## config.mk

```make
export PLATFORM = sky130hd
export DESIGN_NAME = handle_slot_allocator
export DESIGN_NICKNAME = d
export VERILOG_FILES = /design/src/hw/rtl/hsa_pkg.sv /design/src/hw/rtl/handle_slot_allocator.sv /design/src/hw/rtl/hsa_slot_ram.sv
export SDC_FILE = /design/constraint.sdc
export NUM_CORES = 1
export LEC_CHECK = 0
export BUFFER_PORTS_ARGS = -buffer_cell sky130_fd_sc_hd__buf_2
export CORE_MARGIN = 2
export CORE_UTILIZATION = 29
export CTS_CLUSTER_SIZE = 25
export DETAILED_ROUTE_END_ITERATION = 10
export SYNTH_ARGS = -nofsm -noshare
export SYNTH_HDL_FRONTEND = slang
export SYNTH_SLANG_ARGS = --single-unit
```

## constraint.sdc

```tcl
create_clock -name clk -period 7.3 [get_ports clk]
set_clock_uncertainty 0.2 [all_clocks]
set_input_delay 0.365 -clock clk [delete_from_list [all_inputs] [get_ports clk]]
set_output_delay 0.365 -clock clk [all_outputs]
set_load 0.05 [all_outputs]
```

## src/hw/rtl/hsa_pkg.sv

```systemverilog
// Shared widths, field layout and operation/status codes of the handle slot allocator.
package hsa_pkg;

	localparam int ENTRIES_DEF    = 16;
	localparam int VALUE_BITS_DEF = 32;

	localparam int OP_W     = 2;
	localparam int VALUE_W  = 32;
	localparam int SLOT_W   = 4;
	localparam int STATUS_W = 2;

	// request word: op, value_in, slot_in from the lowest bit up
	localparam int IN_VALUE_LSB = OP_W;
	localparam int IN_SLOT_LSB  = OP_W + VALUE_W;
	localparam int IN_FIELDS_W  = OP_W + VALUE_W + SLOT_W;
	localparam int IN_TDATA_W   = ((IN_FIELDS_W + 7) / 8) * 8;

	// response word: slot_out, value_out, status from the lowest bit up
	localparam int OUT_FIELDS_W = SLOT_W + VALUE_W + STATUS_W;
	localparam int OUT_TDATA_W  = ((OUT_FIELDS_W + 7) / 8) * 8;
	localparam int OUT_PAD_W    = OUT_TDATA_W - OUT_FIELDS_W;

	typedef logic [OP_W-1:0]     op_t;
	typedef logic [STATUS_W-1:0] status_t;

	localparam op_t OP_ALLOC   = 2'd0;
	localparam op_t OP_RELEASE = 2'd1;
	localparam op_t OP_LOOKUP  = 2'd2;

	localparam status_t ST_OK       = 2'd0;
	localparam status_t ST_FULL     = 2'd1;
	localparam status_t ST_OVERFLOW = 2'd2;

endpackage

```

## src/hw/rtl/handle_slot_allocator.sv

```systemverilog
// Handle slot allocator: free-list handle table with a stream request and response channel.
//
// Requests come in on the s_ group, responses leave on the m_ group, one response per request.
// op 0 allocates: value_in is stored in the head free slot, whose number comes back in
// slot_out; status 1 when no slot is free. op 1 releases slot_in onto the free list;
// status 2 when every slot is already free. op 2 looks up slot_in and returns its word.
// A request word passes through the input stage and the output register to its response word.
// Throughput is one word per clock unless a stall holds it: the slot store's single read port is
// addressed from the head the previous word leaves, with that word's pending write forwarded.
// After reset the slot store is initialized by a sweep over all ENTRIES slots, one slot a cycle;
// s_tready stays low until it is done. Head returns to slot 0 and all slots are free.
// When the receiver stalls, the response stays in the output register and the word behind it
// waits in the input stage; outside the init sweep, s_tready drops only once both are full.
module handle_slot_allocator
	import hsa_pkg::*;
#(
	parameter int ENTRIES    = ENTRIES_DEF,
	parameter int VALUE_BITS = VALUE_BITS_DEF
) (
	input  logic                   clk,
	input  logic                   arst_n,
	input  logic                   s_tvalid,
	output logic                   s_tready,
	input  logic [IN_TDATA_W-1:0]  s_tdata,   // op[1:0], value_in[33:2], slot_in[37:34]
	output logic                   m_tvalid,
	input  logic                   m_tready,
	output logic [OUT_TDATA_W-1:0] m_tdata    // slot_out[3:0], value_out[35:4], status[37:36]
);

	localparam int IW = $clog2(ENTRIES);
	localparam int CW = $clog2(ENTRIES + 1);
	localparam int MW = (VALUE_BITS < VALUE_W) ? VALUE_BITS : VALUE_W;
	localparam int RW = (MW > IW + 1) ? MW : IW + 1;
	// floor(2^MW / ENTRIES): quotient estimate is at most one short
	localparam logic [MW-1:0] RECIP = MW'((64'd1 << MW) / 64'(ENTRIES));
	localparam logic [CW-1:0] FULL_CNT = CW'(ENTRIES);

	// input unpack
	op_t                 op_in;
	logic [VALUE_W-1:0]  val_in;
	logic [SLOT_W-1:0]   slot_in;
	logic [2*MW-1:0]     qprod;
	logic [MW-1:0]       qest_in;
	logic [IW-1:0]       rd_addr;
	logic                accept;
	logic                advance;
	logic                ram_busy;

	// stage 1
	logic                  valid_s1;
	op_t                   op_s1;
	logic [VALUE_BITS-1:0] val_s1;
	logic [SLOT_W-1:0]     slot_s1;
	logic [MW-1:0]         qest_s1;
	logic                  fwd_s1;
	logic [VALUE_BITS-1:0] fwd_val_s1;
	logic [IW-1:0]         fwd_lnk_s1;

	logic [VALUE_BITS-1:0] rd_val;
	logic [IW-1:0]         rd_lnk;

	// free list state
	logic [IW-1:0] head_q;
	logic [CW-1:0] count_q;

	// stage 1 resolution
	logic [VALUE_BITS-1:0] word_s1;
	logic [IW-1:0]         link_s1;
	logic [RW-1:0]         rem;
	logic [RW-1:0]         rem_fix;
	logic [IW-1:0]         alloc_lnk;
	logic [VALUE_BITS-1:0] rel_word;
	logic                  slot_ok;
	logic                  wr_req;
	logic                  wr_en;
	logic [IW-1:0]         wr_addr;
	logic [VALUE_BITS-1:0] wr_val;
	logic [IW-1:0]         wr_lnk;
	logic [IW-1:0]         head_d;
	logic [CW-1:0]         count_d;
	logic [SLOT_W-1:0]     res_slot;
	logic [VALUE_W-1:0]    res_val;
	status_t               res_status;

	// output register
	logic                   m_tvalid_q;
	logic [OUT_TDATA_W-1:0] m_tdata_q;

	assign op_in   = s_tdata[OP_W-1:0];
	assign val_in  = s_tdata[IN_VALUE_LSB +: VALUE_W];
	assign slot_in = s_tdata[IN_SLOT_LSB +: SLOT_W];

	assign advance  = valid_s1 && (!m_tvalid_q || m_tready);
	assign s_tready = !ram_busy && (!valid_s1 || advance);
	assign accept   = s_tvalid && s_tready;

	// first half of value mod ENTRIES, finished in stage 1
	assign qprod   = {{MW{1'b0}}, MW'(val_in)} * {{MW{1'b0}}, RECIP};
	assign qest_in = qprod[2*MW-1:MW];

	// allocate reads the head left by the word ahead
	assign rd_addr = (op_in == OP_ALLOC) ? head_d : IW'(slot_in);
	assign wr_en   = wr_req && advance;

	hsa_slot_ram #(
		.ENTRIES    (ENTRIES),
		.VALUE_BITS (VALUE_BITS)
	) u_ram (
		.clk     (clk),
		.arst_n  (arst_n),
		.busy    (ram_busy),
		.wr_en   (wr_en),
		.wr_addr (wr_addr),
		.wr_val  (wr_val),
		.wr_lnk  (wr_lnk),
		.rd_en   (accept),
		.rd_addr (rd_addr),
		.rd_val  (rd_val),
		.rd_lnk  (rd_lnk)
	);

	always_ff @(posedge clk or negedge arst_n) begin
		if (!arst_n) begin
			valid_s1 <= 1'b0;
		end else if (accept) begin
			valid_s1 <= 1'b1;
		end else if (advance) begin
			valid_s1 <= 1'b0;
		end
	end

	always_ff @(posedge clk) begin
		if (accept) begin
			op_s1      <= op_in;
			val_s1     <= VALUE_BITS'(val_in);
			slot_s1    <= slot_in;
			qest_s1    <= qest_in;
			// write of the word ahead lands on the slot being read
			fwd_s1     <= wr_en && (wr_addr == rd_addr);
			fwd_val_s1 <= wr_val;
			fwd_lnk_s1 <= wr_lnk;
		end
	end

	always_comb begin
		word_s1   = fwd_s1 ? fwd_val_s1 : rd_val;
		link_s1   = fwd_s1 ? fwd_lnk_s1 : rd_lnk;
		rem       = RW'(MW'(val_s1)) - RW'(RW'(qest_s1) * RW'(ENTRIES));
		rem_fix   = (rem >= RW'(ENTRIES)) ? rem - RW'(ENTRIES) : rem;
		alloc_lnk = IW'(rem_fix);
		rel_word  = VALUE_BITS'(head_q);
		slot_ok   = 32'(slot_s1) < 32'(ENTRIES);

		wr_req     = 1'b0;
		wr_addr    = head_q;
		wr_val     = val_s1;
		wr_lnk     = alloc_lnk;
		head_d     = head_q;
		count_d    = count_q;
		res_slot   = slot_s1;
		res_val    = '0;
		res_status = ST_OK;

		if (valid_s1) begin
			case (op_s1)
				OP_ALLOC: begin
					if (count_q == '0) begin
						res_status = ST_FULL;
						res_slot   = '0;
					end else begin
						wr_req   = 1'b1;
						head_d   = link_s1;
						count_d  = count_q - CW'(1);
						res_slot = SLOT_W'(head_q);
					end
				end
				OP_RELEASE: begin
					if (count_q == FULL_CNT) begin
						res_status = ST_OVERFLOW;
					end else if (slot_ok) begin
						wr_req  = 1'b1;
						wr_addr = IW'(slot_s1);
						wr_val  = rel_word;
						// stored head is below ENTRIES, so it is its own residue
						wr_lnk  = IW'(rel_word);
						head_d  = IW'(slot_s1);
						count_d = count_q + CW'(1);
					end
				end
				OP_LOOKUP: begin
					if (slot_ok) begin
						res_val = VALUE_W'(word_s1);
					end
				end
				default: begin
				end
			endcase
		end
	end

	always_ff @(posedge clk or negedge arst_n) begin
		if (!arst_n) begin
			head_q  <= '0;
			count_q <= FULL_CNT;
		end else if (advance) begin
			head_q  <= head_d;
			count_q <= count_d;
		end
	end

	always_ff @(posedge clk or negedge arst_n) begin
		if (!arst_n) begin
			m_tvalid_q <= 1'b0;
		end else if (advance) begin
			m_tvalid_q <= 1'b1;
		end else if (m_tready) begin
			m_tvalid_q <= 1'b0;
		end
	end

	always_ff @(posedge clk) begin
		if (advance) begin
			m_tdata_q <= {{OUT_PAD_W{1'b0}}, res_status, res_val, res_slot};
		end
	end

	assign m_tvalid = m_tvalid_q;
	assign m_tdata  = m_tdata_q;

endmodule

```

## src/hw/rtl/hsa_slot_ram.sv

```systemverilog
// Slot store: value words plus link residues, one write and one registered read port, init sweep.
module hsa_slot_ram #(
	parameter int ENTRIES    = 16,
	parameter int VALUE_BITS = 32
) (
	input  logic                        clk,
	input  logic                        arst_n,
	output logic                        busy,
	input  logic                        wr_en,
	input  logic [$clog2(ENTRIES)-1:0]  wr_addr,
	input  logic [VALUE_BITS-1:0]       wr_val,
	input  logic [$clog2(ENTRIES)-1:0]  wr_lnk,
	input  logic                        rd_en,
	input  logic [$clog2(ENTRIES)-1:0]  rd_addr,
	output logic [VALUE_BITS-1:0]       rd_val,
	output logic [$clog2(ENTRIES)-1:0]  rd_lnk
);

	localparam int IW = $clog2(ENTRIES);

	logic [VALUE_BITS-1:0] val_mem [ENTRIES];
	// link residue (word mod ENTRIES) kept beside each word
	logic [IW-1:0]         lnk_mem [ENTRIES];

	logic          clr_busy_q;
	logic [IW-1:0] clr_idx_q;
	logic [IW:0]   clr_cnt;
	logic [VALUE_BITS-1:0] clr_val;
	logic [IW:0]   clr_m;
	logic [IW-1:0] clr_lnk;

	assign busy = clr_busy_q;

	// init chain: slot i holds i+1 cut to the word width and links to that word mod ENTRIES
	always_comb begin
		clr_cnt = {1'b0, clr_idx_q} + (IW+1)'(1);
		clr_val = VALUE_BITS'(clr_cnt);
		clr_m   = (IW+1)'(clr_val);
		clr_lnk = (clr_m == (IW+1)'(ENTRIES)) ? '0 : IW'(clr_m);
	end

	always_ff @(posedge clk or negedge arst_n) begin
		if (!arst_n) begin
			clr_busy_q <= 1'b1;
			clr_idx_q  <= '0;
		end else if (clr_busy_q) begin
			clr_idx_q <= clr_idx_q + IW'(1);
			if (clr_idx_q == IW'(ENTRIES - 1)) begin
				clr_busy_q <= 1'b0;
			end
		end
	end

	always_ff @(posedge clk) begin
		if (clr_busy_q) begin
			val_mem[clr_idx_q] <= clr_val;
			lnk_mem[clr_idx_q] <= clr_lnk;
		end else if (wr_en) begin
			val_mem[wr_addr] <= wr_val;
			lnk_mem[wr_addr] <= wr_lnk;
		end
		if (rd_en) begin
			rd_val <= val_mem[rd_addr];
			rd_lnk <= lnk_mem[rd_addr];
		end
	end

endmodule

```

==> results.py <==
metrics = {
    "final_layout": {
        "multiInputGateArea_um2": 6660,
        "seq_area_um2": 22100,
        "layout-area-overhead-vs-synth_pct": 17.2,
        "final_cells": 3314,
        "fin_util_pct": 34.2,
        "n_antenna_cell": 0,
        "final_nets": 2002,
        "nFillCells": 9359,
        "drive_gt1_share_pct": 13.9,
    },
    "detailed_routing": {
        "wirelength_um": 70300,
        "via_per_inst": 4.87,
        "dr.first_iter.drc_count": 1672,
        "drc": 0,
        "ant_nets": 0,
        "dr.pass1.iters": 5,
        "wl_per_cell_um": 21.2,
        "vias": 16100,
    },
    "floorplan": {
        "die_w_um": 321,
        "dieArea_um2": 103000,
        "io_pins": 86,
        "rows": 116,
        "initial_core_util_pct": 29.2,
        "die_h_um": 321,
        "core_um2": 99700,
    },
    "sta": {
        "rsz0062_at_grt": "no",
        "period_needed_ns": 5.02,
        "min_period_over_period_pct": 68.8,
        "fin_tns_setup_ns": 0,
        "setup_ws_ns": 2.28,
        "setup_violations": 0,
        "worst_pin_slew_ns": 1.13,
        "maxSlewViolCount": 0,
        "maxSlewHeadroom_pct": 24.9,
        "finalHoldViolCount": 0,
        "max_freq_mhz": 199,
    },
    "setup_path": {
        "regToRegStartpoint": "op_s1[1]$_DFFE_PP_",
        "crit_required_ns": 7.39,
        "crit_family": "simple AND/OR/NAND/NOR gates",
        "crit_path_cell_trace": "and3b_1, a21boi_1, mux2i_1, a21oi_1, nand2_1, nor2_4, buf_4",
        "arrival_ns": 5.11,
        "start_kind": "register",
        "path_depth": 7,
        "critPathMaxStageDelay_ns": 0.86,
        "reg2regPathDepth": 7,
        "cp-end-kind": "register",
        "r2r-end": "u_ram.val_mem[12][5]$_DFFE_PP_",
        "cp_max_fo": 21,
        "ff2ff_setup_slack_ns": 2.28,
        "crit_slowest_cell": "nor2_4",
        "critical_path_class": "reg -> reg",
        "path_buf_inv": 1,
    },
    "cts": {
        "cts_max_level": 3,
        "cts_made_buffers": 78,
        "cts_resized": 0,
        "cts-root-buf": "clkbuf_16",
        "cts.sinks": 737,
        "clk-insertion-delay-late_ns": 0.61,
        "cts_tree": "done",
        "clock_path_buffers": 3,
        "path_clk_slew_ns": 0.06,
        "cts_setup_buffers": 0,
    },
    "yosys": {
        "ys_seq_area_share_pct": 75.8,
        "synth_top_cell_by_area": "edfxtp_1",
        "ys_types": 53,
        "ys_warn_count": 0,
        "synth_flop_cell": "edfxtp_1",
        "synthCells": 1804,
        "synth_area_um2": 29100,
        "synth.ff_latch_count": 737,
        "synth_area_leaders": "edfxtp_1 74%, mux2i_1 9.6%, nand2_1 3.1%",
        "synth_edf_count": 721,
        "syn_area_per_cell_um2": 16.1,
        "postSynth.asyncResetShare_pct": 2.17,
        "yosysTopAreaCellShare_pct": 74.4,
    },
    "power_and_ir_drop": {
        "p_seq_share_pct": 49.0,
        "power.switching_mw": 2.49,
        "swShare_pct": 24.5,
        "combPwrFrac_pct": 11.8,
        "power.density_nw_per_um2": 298,
        "p_leak_nw": 12.0,
        "total_power_mw": 10.1,
        "p_clk_share_pct": 39.2,
        "vdd_drop_max_mv": 0.171,
        "p_int_mw": 7.66,
    },
    "hold_path": {
        "min_path_type": "in -> async",
    },
    "job": {
        "cap_violations": 0,
    },
    "global_routing": {
        "grt_pass1_vias": 16100,
        "grt_pass1_wl_um": 103000,
        "antenna_found_initial": 0,
        "grt_max_degree": 115,
        "grt_overflow_total": 0,
        "grt_usage_pct": 13.4,
    },
    "place": {
        "dp_hpwl_um": 38000,
        "pre_cts_ws_ns": 2.32,
        "dp_cells": 3130,
        "io_buffers": 81,
        "place_congestion": 0.782,
    },
    "status": {
        "status": "finished, final reports clean",
    },
}
power by group through the flow:
stage,combinational (mW),clock (mW),sequential [mW]
floorplan,0.751,0,5.12
global placement,1.16,0,5.06
detailed placement,1.18,0,5.06
CTS,1.20,4.05,4.98
global route,1.30,4.22,4.99
finish,1.20,3.98,4.98
per-stage QoR:
| stage | instance area, um2 | hold WS [ns] |
|---|---|---|
| floorplan | 29100 | -0.131 |
| global placement | 31100 | 0.123 |
| detailed placement | 31100 | 0.128 |
| CTS | 34100 | 0.00915 |
| global route | 34100 | 0.0593 |
| finish | 34100 | 0.0402 |
cell type report:
cell class	count	area share (%)
Timing Repair Buffer	166	3.43
Tap cell	1298	4.76
Clock inverter	46	1.50
Multi-Input combinational cell	963	19.5
Sequential cell	737	64.7
Inverter	6	0.0660
Clock buffer	98	6.04
cell usage after synthesis, types with 2 or more instances:
cell type / count
a211o_1: 2
a21o_1: 5
a21oi_1: 17
a22o_1: 3
a22oi_1: 29
a31oi_1: 37
a32oi_1: 16
and2_1: 63
and3_1: 3
buf_1: 9
buf_2: 50
buf_4: 12
buf_6: 2
clkbuf_1: 26
dfrtp_1: 14
dfstp_2: 2
edfxtp_1: 721
ha_1: 5
inv_1: 6
mux2_2: 3
mux2i_1: 278
nand2_1: 243
nand2b_1: 6
nand3_1: 21
nand3_2: 2
nand4_1: 3
nor2_1: 52
nor2b_1: 3
nor3_1: 12
o211ai_1: 20
o21ai_0: 19
o22ai_1: 84
or2_2: 3
xnor2_1: 10
xor2_1: 5
flip-flops by register name, summed over array words and instances, names as in the netlist, 2 cells and up:
signal           cells
u_ram.val_mem      512
u_ram.lnk_mem       64
m_tdata             38
fwd_val_s1          32
u_ram.rd_val        32
val_s1              32
count_q              5
head_q               4
slot_s1              4
u_ram.clr_idx_q      4
u_ram.rd_lnk         4
op_s1                2
cell usage in the layout (no fill, tap or decap), types with 3 or more instances in the layout:
master / count
ha_1: 5
nor2_4: 5
nand2_1: 243
and2_1: 62
o211ai_1: 20
xnor2_1: 10
a22o_1: 3
clkinv_1: 12
buf_4: 43
nor2b_1: 3
a21oi_1: 17
clkbuf_16: 79
o21ai_0: 17
clkinv_2: 17
buf_2: 81
dfrtp_1: 14
clkbuf_1: 18
o22ai_1: 84
edfxtp_1: 721
and3_1: 3
nor3_2: 12
nor2_1: 47
mux2_2: 3
nand3_1: 21
inv_6: 5
xor2_1: 5
dlygate4sd3_1: 40
a32oi_1: 16
nand2b_1: 6
mux2i_1: 278
bufinv_16: 11
a21o_1: 5
nand4_1: 3
inv_1: 5
a31oi_1: 36
or2_2: 3
a22oi_1: 29
worst register-to-register path, delay by kind of cell (launching register included):
| family | cells | cell delay, ns |
|---|---|---|
| and+or+nand+nor | 3 | 1.70 |
| AOI/OAI and AO/OA | 2 | 1.56 |
| DFF | 1 | 0.48 |
| buffers and inverters | 1 | 0.46 |
| muxes | 1 | 0.30 |
what timing repair did:
action / 4_1_cts / 5_1_grt
hold endpoints to repair: 56 / 0
hold buffers: 40 / 0
setup endpoints to repair: 0 / 0
logic make-up after synthesis:
group / Yosys count / share of synthesized area [%]
muxes: 281 / 9.68
DFF: 737 / 75.8
xor gates and xnor gates: 15 / 0.451
AOI/OAI and AO/OA: 241 / 5.60
buffers and inverters: 105 / 1.78
other: 1 / 0.0129
adders and majority gates: 6 / 0.284
and+or+nand+nor: 418 / 6.41
how the worst max path moves through the flow:
stage                     slack, ns                        endpoint                    from
after floorplan                2.08   u_ram.lnk_mem[5][0]$_DFFE_PP_  count_q[0]$_DFFE_PN0P_
after global placement         2.44  u_ram.val_mem[13][2]$_DFFE_PP_      op_s1[1]$_DFFE_PP_
after detailed placement       2.32  u_ram.val_mem[12][2]$_DFFE_PP_      op_s1[1]$_DFFE_PP_
after CTS                      2.29  u_ram.val_mem[12][5]$_DFFE_PP_      op_s1[1]$_DFFE_PP_
after global routing           1.98  u_ram.val_mem[12][5]$_DFFE_PP_      op_s1[1]$_DFFE_PP_
final                          2.28  u_ram.val_mem[12][5]$_DFFE_PP_      op_s1[1]$_DFFE_PP_
routing by layer:
layer | global-route usage, % | part of all wire, % | up-vias
met3 | 2.13 | 5.9 | 95
met2 | 21.9 | 48 | 521
li1 | - | - | 7250
met4 | 4.10 | 1.9 | 0
met5 | 0 | 0 | -
met1 | 18.4 | 45 | 8262
No activity file was read; power rests on OpenSTA's default activity.
